--- config.mk ---
export PLATFORM = sky130hd
export DESIGN_NAME = delayed_bucket_scatter_top
export DESIGN_NICKNAME = d
export VERILOG_FILES = /design/src/hw/rtl/dbs_pkg.sv /design/src/hw/rtl/dbs_window_mem.sv /design/src/hw/rtl/delayed_bucket_scatter_top.sv
export SDC_FILE = /design/constraint.sdc
export NUM_CORES = 2
export LEC_CHECK = 0
export BUFFER_PORTS_ARGS = -buffer_cell sky130_fd_sc_hd__buf_2
export CAP_MARGIN = 10
export CORE_MARGIN = 4
export CORE_UTILIZATION = 60
export DETAILED_ROUTE_END_ITERATION = 7
export PLACE_DENSITY_LB_ADDON = 0.15
export SLEW_MARGIN = 20
export SYNTH_ARGS = -nofsm -noshare
export SYNTH_HDL_FRONTEND = slang
export SYNTH_SLANG_ARGS = --single-unit
--- constraint.sdc ---
create_clock -name clock -period 8.8 [get_ports clock]
set_input_delay 0.88 -clock clock [delete_from_list [all_inputs] [get_ports clock]]
set_output_delay 0.88 -clock clock [all_outputs]
set_load 0.02 [all_outputs]
--- src/hw/rtl/dbs_pkg.sv ---
// Shared types and constants for the delayed bucket scatter block.
// No dependencies; imported by the top level.
package dbs_pkg;

   // Most writes a single flush item may produce
   localparam int MAX_WRITES = 16;
   localparam int WRITE_COUNT_BITS = $clog2(MAX_WRITES + 1);

   // Bucket field on the input channel
   localparam int BUCKET_FIELD_BITS = 4;
   localparam int BUCKET_FIELD_CODES = 2 ** BUCKET_FIELD_BITS;

   // Payload field widths on the channels
   localparam int DATA_FIELD_BITS = 64;
   localparam int ADDR_FIELD_BITS = 16;
   localparam int REQ_TDATA_BITS = 104;
   localparam int RSP_TDATA_BITS = 88;

   typedef enum logic [1:0] {
      MODE_PUSH   = 2'd0,
      MODE_FLUSH  = 2'd1,
      MODE_WINDOW = 2'd2,
      MODE_UNUSED = 2'd3
   } mode_type;

   typedef enum logic [1:0] {
      STATUS_OK    = 2'd0,
      STATUS_LIMIT = 2'd1,
      STATUS_EMPTY = 2'd2
   } status_type;

   typedef enum logic [1:0] {
      ST_IDLE,
      ST_FETCH,
      ST_UPDATE,
      ST_SEND
   } state_type;

endpackage

--- src/hw/rtl/dbs_window_mem.sv ---
// Per-bucket window table: next-slot pointer and slot limit for each bucket.
// One write port, one registered read port; valid bits make unwritten rows read as zero.
module dbs_window_mem #(
   parameter int NUM_BUCKETS = 16,
   parameter int ADDR_BITS   = 16,
   parameter int BUCKET_BITS = 4
) (
   input  logic                   clock,
   input  logic                   reset,
   input  logic                   wr_en,
   input  logic [BUCKET_BITS-1:0] wr_index,
   input  logic [ADDR_BITS-1:0]   wr_next,
   input  logic [ADDR_BITS-1:0]   wr_limit,
   input  logic [BUCKET_BITS-1:0] rd_index,
   output logic [ADDR_BITS-1:0]   rd_next,
   output logic [ADDR_BITS-1:0]   rd_limit
);

   logic [2*ADDR_BITS-1:0] window_mem [NUM_BUCKETS];
   logic [NUM_BUCKETS-1:0] row_valid_ff;
   logic [NUM_BUCKETS-1:0] row_valid_in;
   logic [2*ADDR_BITS-1:0] rd_word_ff;
   logic                   rd_valid_ff;

   always_comb begin
      row_valid_in = row_valid_ff;
      if (wr_en) begin
         row_valid_in[wr_index] = 1'b1;
      end
   end

   always_ff @(posedge clock) begin
      if (reset) begin
         row_valid_ff <= '0;
         rd_valid_ff  <= 1'b0;
      end else begin
         row_valid_ff <= row_valid_in;
         rd_valid_ff  <= row_valid_ff[rd_index];
      end
   end

   always_ff @(posedge clock) begin
      if (wr_en) begin
         window_mem[wr_index] <= {wr_limit, wr_next};
      end
      rd_word_ff <= window_mem[rd_index];
   end

   // A row never written reads as a zero window
   assign rd_next  = rd_valid_ff ? rd_word_ff[ADDR_BITS-1:0] : '0;
   assign rd_limit = rd_valid_ff ? rd_word_ff[2*ADDR_BITS-1:ADDR_BITS] : '0;

endmodule

--- src/hw/rtl/delayed_bucket_scatter_top.sv ---
// Delayed bucket scatter: items pass through a delay ring of CAPACITY entries and are
// written to per-bucket slot windows once the ring overflows or is flushed.
// Depends on dbs_pkg and dbs_window_mem.
//
// One item is worked on at a time; req_tready is high only while the block is idle.
// A push into a ring that is not full, a window set and a flush of an empty ring go
// straight from accept to the result register. A push into a full ring and each write
// of a flush (at most 16 per flush item) run through the single update path, and a
// result is held while rsp_tready is low. The update path is a registered read of the
// ring, then a registered read of the bucket window table, then the pointer increment
// and limit compare, then the result register. The window table resets through per-row
// valid bits, so no clearing pass is needed after reset.
module delayed_bucket_scatter_top
   import dbs_pkg::*;
#(
   parameter int CAPACITY    = 16,
   parameter int NUM_BUCKETS = 16,
   parameter int ITEM_BITS   = 64,
   parameter int ADDR_BITS   = 16
) (
   input  logic                      clock,
   input  logic                      reset,
   // req_tdata: item_data[63:0], bucket[67:64], window_start[83:68],
   //            window_limit[99:84], zero pad[103:100]
   input  logic                      req_tvalid,
   output logic                      req_tready,
   input  logic [REQ_TDATA_BITS-1:0] req_tdata,
   // req_tuser: mode[1:0]
   input  logic [1:0]                req_tuser,
   // rsp_tdata: write_valid[0], write_data[64:1], write_address[80:65],
   //            write_bucket[84:81], status[86:85], zero pad[87]
   output logic                      rsp_tvalid,
   input  logic                      rsp_tready,
   output logic [RSP_TDATA_BITS-1:0] rsp_tdata,
   output logic                      rsp_tlast
);

   localparam int BW = (NUM_BUCKETS > 1) ? $clog2(NUM_BUCKETS) : 1;
   localparam int SW = (CAPACITY > 1) ? $clog2(CAPACITY) : 1;
   localparam int CW = $clog2(2 * CAPACITY);
   localparam int KW = WRITE_COUNT_BITS;

   // ---------------- input fields
   mode_type                     req_mode;
   logic [DATA_FIELD_BITS-1:0]   req_item_data;
   logic [BUCKET_FIELD_BITS-1:0] req_bucket;
   logic [ADDR_FIELD_BITS-1:0]   req_window_start;
   logic [ADDR_FIELD_BITS-1:0]   req_window_limit;
   logic                         req_accept;
   logic                         rsp_accept;

   assign req_mode         = mode_type'(req_tuser);
   assign req_item_data    = req_tdata[63:0];
   assign req_bucket       = req_tdata[67:64];
   assign req_window_start = req_tdata[83:68];
   assign req_window_limit = req_tdata[99:84];

   // bucket modulo NUM_BUCKETS over every code of the input field
   logic [BW-1:0] bucket_mod [BUCKET_FIELD_CODES];
   for (genvar g = 0; g < BUCKET_FIELD_CODES; g++) begin : g_bucket_mod
      assign bucket_mod[g] = BW'(g % NUM_BUCKETS);
   end

   logic [BW-1:0] req_bucket_mod;
   assign req_bucket_mod = bucket_mod[req_bucket];

   // ---------------- registers
   state_type            state_ff, state_in;
   logic [CW-1:0]        pushed_ff, pushed_in;
   logic [CW-1:0]        written_ff, written_in;
   logic [ITEM_BITS-1:0] item_ff, item_in;
   logic [BW-1:0]        item_bucket_ff, item_bucket_in;
   logic                 is_flush_ff, is_flush_in;
   logic [KW-1:0]        count_ff, count_in;
   logic [KW-1:0]        write_total_ff, write_total_in;
   logic                 out_valid_ff, out_valid_in;
   logic [ITEM_BITS-1:0] out_data_ff, out_data_in;
   logic [ADDR_BITS-1:0] out_addr_ff, out_addr_in;
   logic [BW-1:0]        out_bucket_ff, out_bucket_in;
   status_type           out_status_ff, out_status_in;
   logic                 out_last_ff, out_last_in;

   // ---------------- ring occupancy and slots
   logic [CW:0]   occ_wide;
   logic [CW-1:0] occupancy;
   logic          ring_full;
   logic          ring_empty;
   logic [CW-1:0] push_slot_full;
   logic [CW-1:0] write_slot_full;
   logic [SW-1:0] push_slot;
   logic [SW-1:0] write_slot;
   logic [CW-1:0] pushed_inc;
   logic [CW-1:0] written_inc;

   always_comb begin
      if (pushed_ff >= written_ff) begin
         occ_wide = {1'b0, pushed_ff} - {1'b0, written_ff};
      end else begin
         occ_wide = {1'b0, pushed_ff} + (CW+1)'(2 * CAPACITY) - {1'b0, written_ff};
      end
   end

   assign occupancy  = CW'(occ_wide);
   assign ring_full  = (occupancy >= CW'(CAPACITY));
   assign ring_empty = (occupancy == '0);

   assign push_slot_full  = (pushed_ff >= CW'(CAPACITY)) ? pushed_ff - CW'(CAPACITY)
                                                         : pushed_ff;
   assign write_slot_full = (written_ff >= CW'(CAPACITY)) ? written_ff - CW'(CAPACITY)
                                                          : written_ff;
   assign push_slot  = push_slot_full[SW-1:0];
   assign write_slot = write_slot_full[SW-1:0];

   assign pushed_inc  = (pushed_ff == CW'(2 * CAPACITY - 1)) ? '0 : pushed_ff + 1'b1;
   assign written_inc = (written_ff == CW'(2 * CAPACITY - 1)) ? '0 : written_ff + 1'b1;

   // ---------------- delay ring memory
   logic [BW+ITEM_BITS-1:0] ring_mem [CAPACITY];
   logic [BW+ITEM_BITS-1:0] ring_q_ff;
   logic                    ring_wr_en;
   logic [ITEM_BITS-1:0]    ring_wr_data;
   logic [BW-1:0]           ring_wr_bucket;
   logic [ITEM_BITS-1:0]    ring_q_data;
   logic [BW-1:0]           ring_q_bucket;

   // Read the oldest entry every cycle; it is stable by the time it is used
   always_ff @(posedge clock) begin
      if (ring_wr_en) begin
         ring_mem[push_slot] <= {ring_wr_bucket, ring_wr_data};
      end
      ring_q_ff <= ring_mem[write_slot];
   end

   assign ring_q_data   = ring_q_ff[ITEM_BITS-1:0];
   assign ring_q_bucket = ring_q_ff[BW+ITEM_BITS-1:ITEM_BITS];

   // ---------------- bucket window table
   logic                 win_wr_en;
   logic [BW-1:0]        win_wr_index;
   logic [ADDR_BITS-1:0] win_wr_next;
   logic [ADDR_BITS-1:0] win_wr_limit;
   logic [ADDR_BITS-1:0] win_rd_next;
   logic [ADDR_BITS-1:0] win_rd_limit;

   dbs_window_mem #(
      .NUM_BUCKETS (NUM_BUCKETS),
      .ADDR_BITS   (ADDR_BITS),
      .BUCKET_BITS (BW)
   ) u_window_mem (
      .clock    (clock),
      .reset    (reset),
      .wr_en    (win_wr_en),
      .wr_index (win_wr_index),
      .wr_next  (win_wr_next),
      .wr_limit (win_wr_limit),
      .rd_index (ring_q_bucket),
      .rd_next  (win_rd_next),
      .rd_limit (win_rd_limit)
   );

   // ---------------- shared pointer update
   logic [ADDR_BITS-1:0] next_pointer;
   logic                 limit_hit;
   logic                 flush_done;

   assign next_pointer = win_rd_next + 1'b1;
   assign limit_hit    = !(next_pointer < win_rd_limit);
   assign flush_done   = limit_hit || (KW'(count_ff + 1'b1) == write_total_ff);

   assign req_tready = (state_ff == ST_IDLE);
   assign req_accept = req_tvalid && req_tready;
   assign rsp_tvalid = (state_ff == ST_SEND);
   assign rsp_accept = rsp_tvalid && rsp_tready;

   // ---------------- next state
   always_comb begin
      state_in = state_ff;
      case (state_ff)
         ST_IDLE: begin
            if (req_accept) begin
               case (req_mode)
                  MODE_PUSH:   state_in = ring_full ? ST_FETCH : ST_SEND;
                  MODE_FLUSH:  state_in = ring_empty ? ST_SEND : ST_FETCH;
                  MODE_WINDOW: state_in = ST_SEND;
                  default:     state_in = ST_IDLE;
               endcase
            end
         end
         ST_FETCH:  state_in = ST_UPDATE;
         ST_UPDATE: state_in = ST_SEND;
         ST_SEND: begin
            if (rsp_accept) begin
               state_in = (is_flush_ff && !out_last_ff) ? ST_FETCH : ST_IDLE;
            end
         end
         default:   state_in = ST_IDLE;
      endcase
   end

   // ---------------- datapath and memory controls
   always_comb begin
      pushed_in      = pushed_ff;
      written_in     = written_ff;
      item_in        = item_ff;
      item_bucket_in = item_bucket_ff;
      is_flush_in    = is_flush_ff;
      count_in       = count_ff;
      write_total_in = write_total_ff;
      out_valid_in   = out_valid_ff;
      out_data_in    = out_data_ff;
      out_addr_in    = out_addr_ff;
      out_bucket_in  = out_bucket_ff;
      out_status_in  = out_status_ff;
      out_last_in    = out_last_ff;
      ring_wr_en     = 1'b0;
      ring_wr_data   = ITEM_BITS'(req_item_data);
      ring_wr_bucket = req_bucket_mod;
      win_wr_en      = 1'b0;
      win_wr_index   = req_bucket_mod;
      win_wr_next    = ADDR_BITS'(req_window_start);
      win_wr_limit   = ADDR_BITS'(req_window_limit);

      case (state_ff)
         ST_IDLE: begin
            if (req_accept) begin
               is_flush_in   = 1'b0;
               out_valid_in  = 1'b0;
               out_data_in   = '0;
               out_addr_in   = '0;
               out_bucket_in = '0;
               out_status_in = STATUS_OK;
               out_last_in   = 1'b1;
               case (req_mode)
                  MODE_PUSH: begin
                     item_in        = ITEM_BITS'(req_item_data);
                     item_bucket_in = req_bucket_mod;
                     // store now unless the oldest entry must be written out first
                     if (!ring_full) begin
                        ring_wr_en = 1'b1;
                        pushed_in  = pushed_inc;
                     end
                  end
                  MODE_FLUSH: begin
                     if (ring_empty) begin
                        out_status_in = STATUS_EMPTY;
                     end else begin
                        is_flush_in = 1'b1;
                        count_in    = '0;
                        if (int'(occupancy) > MAX_WRITES) begin
                           write_total_in = KW'(MAX_WRITES);
                        end else begin
                           write_total_in = KW'(occupancy);
                        end
                     end
                  end
                  MODE_WINDOW: begin
                     win_wr_en = 1'b1;
                  end
                  default: begin
                     is_flush_in = 1'b0;
                  end
               endcase
            end
         end
         ST_UPDATE: begin
            win_wr_en     = 1'b1;
            win_wr_index  = ring_q_bucket;
            win_wr_next   = next_pointer;
            win_wr_limit  = win_rd_limit;
            written_in    = written_inc;
            out_valid_in  = 1'b1;
            out_data_in   = ring_q_data;
            out_addr_in   = win_rd_next;
            out_bucket_in = ring_q_bucket;
            out_status_in = limit_hit ? STATUS_LIMIT : STATUS_OK;
            out_last_in   = is_flush_ff ? flush_done : 1'b1;
            // a push into a full ring takes the slot just freed
            if (!is_flush_ff) begin
               ring_wr_en     = 1'b1;
               ring_wr_data   = item_ff;
               ring_wr_bucket = item_bucket_ff;
               pushed_in      = pushed_inc;
            end
         end
         ST_SEND: begin
            if (rsp_accept && is_flush_ff && !out_last_ff) begin
               count_in = count_ff + 1'b1;
            end
         end
         default: begin
            count_in = count_ff;
         end
      endcase
   end

   always_ff @(posedge clock) begin
      if (reset) begin
         state_ff    <= ST_IDLE;
         pushed_ff   <= '0;
         written_ff  <= '0;
         is_flush_ff <= 1'b0;
         count_ff    <= '0;
      end else begin
         state_ff    <= state_in;
         pushed_ff   <= pushed_in;
         written_ff  <= written_in;
         is_flush_ff <= is_flush_in;
         count_ff    <= count_in;
      end
   end

   always_ff @(posedge clock) begin
      item_ff        <= item_in;
      item_bucket_ff <= item_bucket_in;
      write_total_ff <= write_total_in;
      out_valid_ff   <= out_valid_in;
      out_data_ff    <= out_data_in;
      out_addr_ff    <= out_addr_in;
      out_bucket_ff  <= out_bucket_in;
      out_status_ff  <= out_status_in;
      out_last_ff    <= out_last_in;
   end

   // ---------------- result channel
   assign rsp_tdata = {1'b0,
                       out_status_ff,
                       BUCKET_FIELD_BITS'(out_bucket_ff),
                       ADDR_FIELD_BITS'(out_addr_ff),
                       DATA_FIELD_BITS'(out_data_ff),
                       out_valid_ff};
   assign rsp_tlast = out_last_ff;

   // ---------------- assertions
   a_send_blocks_input: assert property (@(posedge clock) disable iff (reset)
      rsp_tvalid |-> !req_tready)
      else $error("input accepted while a result is pending");

   a_occupancy_bound: assert property (@(posedge clock) disable iff (reset)
      int'(occupancy) <= CAPACITY)
      else $error("ring occupancy above capacity");

   a_update_advances: assert property (@(posedge clock) disable iff (reset)
      (state_ff == ST_UPDATE) |=> (written_ff != $past(written_ff)))
      else $error("write count did not advance after an update");

   a_flush_count_bound: assert property (@(posedge clock) disable iff (reset)
      (state_ff == ST_FETCH && is_flush_ff) |-> (count_ff < write_total_ff))
      else $error("flush wrote more items than it was allowed");

endmodule

==> flow_summary_export.csv <==
group,metric,value,unit
setup_path,cp_num_cells,10,
grt,grt_first_pass_wirelength,240,mm
clock_tree,cts_tree,"yes",
sta,post-route-period-util,62.7,%
synth,synthDistinctLibCells,63,
clock_tree,clock_insertion_delay_worst_skew,0.80,ns
detailed_routing,antenna_left,0,
clock_tree,cts_hold_repair_buffers,0,
run,cap_violations,0,
setup_path,reg2reg_depth,10,
synth,synthDominantCellAreaShare,73.5,%
synth,synth_area_leader_cell,"edfxtp_1",
pwr,power.switching,6470,µW
grt,busiest_layer,"met2",
detailed_routing,detailroute.via_count,35200,
floorplanning,die-height,354,µm
placed_design,hpwlAfterDp,85.3,mm
synth,ys.flop_type,"edfxtp_1",
clock_tree,cts_root_buf,"clkbuf_16",
synth,synth-edff-count,1761,
setup_path,worstSetupPathType,"reg -> reg",
outcome,run_status,"completed",
floorplanning,die_area,126000,µm²
grt,maximum_number_of_pins_on_one_net_before_global_route_repair,94,
finish,drive_above_1_share,28.7,%
sta,hold_slack,0.272,ns
setup_path,critPathSlowestCell,"dfxtp_4",
clock_tree,cts_max_path_buffers,3,
pwr,cellLeakagePower,0.0263,µW
sta,setup_viol_count_final,0,
synth,synth_seq_cells,1896,
finish,num-fill-cells,7360,
grt,grt_antenna_before_repair,2,
setup_path,worst_path_dominant_cell_family,"buffers and inverters",
grt,grt_pass1_vias,36100,
sta,rsz0062_at_grt,"no",
grt,groute.usage.overall,26.1,%
floorplanning,num_rows,126,
sta,min_period,5.52,ns
floorplanning,start_util,60.7,%
synth,synth_area,72000,µm²
clock_tree,clkTransAtPathRegs,0.06,ns
sta,fmax,181,MHz
sta,hold_viol,0,
detailed_routing,via_to_cell_ratio,6.37,
grt,global_route.usage.met1,36.1,%
pwr,power.density,299,nW/µm²
setup_path,worstPathRequired,9.22,ns
synth,postSynthNetCount,3642,
floorplanning,die_w,354,µm
synth,netlist_top_cells_count,"edfxtp_1 (1761), mux4_2 (437), nand2_1 (330), dfxtp_1 (135), clkbuf_1 (104)",
grt,grtUsageMet2,43.9,%
synth,synth.yosys.seq_area_share,77.2,%
pwr,power.share.combinational,20.0,%
synth,yosys.cell_count.top_type,"edfxtp_1",
sta,worstMarginPinSlew,1.13,ns
clock_tree,cts-resized-gates,0,
setup_path,critical_path.cell_chain,"inv_2 -> ha_1 -> nand2b_1 -> a21oi_2 -> xnor2_1 -> o41ai_1 -> nand2_1 -> nor2_4 -> buf_4 -> buf_4",
grt,met3_usage,3.79,%
grt,grt_overflow_total,0,
setup_path,crit_path_max_fanout,52,
synth,post_synth_main_area_contributors,"edfxtp_1 (73%), mux4_2 (14%), dfxtp_1 (3.8%), nand2_1 (1.7%), mux2_2 (1.3%)",
detailed_routing,drc,0,
setup_path,critical-path-top-cell-by-count,"buf_4",
pwr,cellInternalPower,17800,µW
pwr,power_frac_seq,48.2,%
detailed_routing,detail_route.wirelength,161,mm
setup_path,critPathMaxStageDelay,0.85,ns
synth,synthesis.instances,3500,
min_path,hold-path-cell-count,1,
setup_path,path_buf_inv,3,
placed_design,io_buffers,195,
setup_path,endpoint_class_of_the_critical_path,"flip-flop",
clock_tree,clock_sinks,1896,
pwr,clockPowerShare,31.9,%
finish,final_cell_utilization_of_the_core,68.4,%
clock_tree,post-cts-setup-buffers,0,
detailed_routing,drt_pre_antenna_iters,6,
sta,setup-tns-final,0,ns
detailed_routing,detail_route.iter0.violations,4039,
pwr,power.ir.vdd_worst,0.213,mV
clock_tree,cts_max_level,4,
setup_path,setup.worst_path.start_class,"flip-flop",
pwr,power.share.switching,26.7,%
min_path,timing.hold.worst.class,"in -> reg",
pwr,post-layout-total-power,24300,µW
sta,max_slew_headroom,24.9,%
synth,average_cell_area_after_synthesis,20.6,µm²
floorplanning,io-pin-count,201,
floorplanning,fp.coreArea,119000,µm²
finish,syn2layout_area_growth,12.6,%
sta,skew,0.0189,ns
finish,layout.nets,3910,
synth,yosysWarnings,0,
synth,async_flop_share,0,%
setup_path,timing.critical_path.arrival,5.93,ns
sta,final-max-slew-violation-count,0,
clock_tree,number_of_buffers_inserted_during_clock_tree_synthesis,182,
placed_design,place_congestion,0.782,
detailed_routing,routedWlPerCell,29.2,µm
## cell type report
cell class                      count  area [µm²]  area share (%)
Sequential cell                  1896       55600            68.6
Clock buffer                      242        5010            6.18
Tap cell                         1600        2000            2.47
Antenna cell                        3        7.51         0.00926
Inverter                           19        71.3          0.0880
Clock inverter                     99         980            1.21
Timing Repair Buffer              273        1590            1.96
Multi-Input combinational cell   1396       15800            19.5
## per-stage QoR
stage          std cells  setup slack, ns  area, µm²
2_1_floorplan       3500            0.997      72000
3_3_place_gp        5183             3.41      75000
3_5_place_dp        5183             3.30      75000
4_1_cts             5524             3.27      81000
5_1_grt             5525             2.94      81100
6_report            5528             3.28      81100
## per-layer routing
layer / part of all wire (%) / wire length [µm] / up-vias
met1: 39 / 62700 / 18700
met2: 51 / 82700 / 1544
met5: 0.0081 / 13 / -
li1: - / - / 14700
met4: 3.0 / 4790 / 2
met3: 6.9 / 11200 / 281
## registers in the layout, summed over array words and instances, names as in the netlist, 2 cells and up
signal	cells
ring_mem	1088
u_window_mem.window_mem	512
ring_q_ff	68
item_ff	64
out_data_ff	64
u_window_mem.rd_word_ff	32
out_addr_ff	16
u_window_mem.row_valid_ff	16
count_ff	5
pushed_ff	5
write_total_ff	5
written_ff	5
item_bucket_ff	4
out_bucket_ff	4
out_status_ff	2
state_ff	2
## path summary, 6_finish.rpt
kind	from	endpoint	slack [ns]
max reg2reg	written_ff[2]$_SDFFE_PP0P_	ring_mem[15][46]$_DFFE_PP_	3.28
min	req_tdata[38]	item_ff[38]$_DFFE_PP_	0.27
max	written_ff[2]$_SDFFE_PP0P_	ring_mem[15][46]$_DFFE_PP_	3.28
min reg2reg	count_ff[1]$_SDFFE_PP0P_	count_ff[1]$_SDFFE_PP0P_	0.48
## cells in the final DEF (no fill, tap or decap), types with 43 or more instances in the layout
master	instances
edfxtp_1	1761
mux4_2	437
nand2_1	330
buf_2	195
clkbuf_16	184
dfxtp_1	127
and3_1	86
mux2_2	81
and2_1	75
a31oi_1	74
buf_4	74
nor2_1	48
clkinv_2	43
## cell families (layout without fill, tap and decap cells)
logic type	Yosys count	count (layout)	share of synthesized area (%)
mux	521	521	15.0
flops	1896	1896	77.2
other cells	1	4	0.00521
fa+ha+maj	32	32	0.567
buf+inv	208	633	1.22
xor+xnor	26	26	0.316
simple gates	648	648	4.21
compound gates	168	168	1.48
## power groups by stage
| stage | combinational (µW) | sequential (µW) | clock (µW) |
|---|---|---|---|
| final | 4840 | 11700 | 7720 |
| after global placement | 4730 | 11800 | 0 |
| after detailed placement | 4870 | 11900 | 0 |
| after global routing | 5230 | 11800 | 8260 |
| after CTS | 4900 | 11700 | 7850 |
| after floorplan | 3450 | 11900 | 0 |
## worst register-to-register path, cell delays in order (launching register included)
cell	delay, ns
dfxtp_4	0.85
inv_2	0.35
ha_1	0.46
nand2b_1	0.09
a21oi_2	0.15
xnor2_1	0.25
o41ai_1	0.74
nand2_1	0.43
nor2_4	0.55
buf_4	0.59
buf_4	0.65
(Power assumes the default switching activity.)
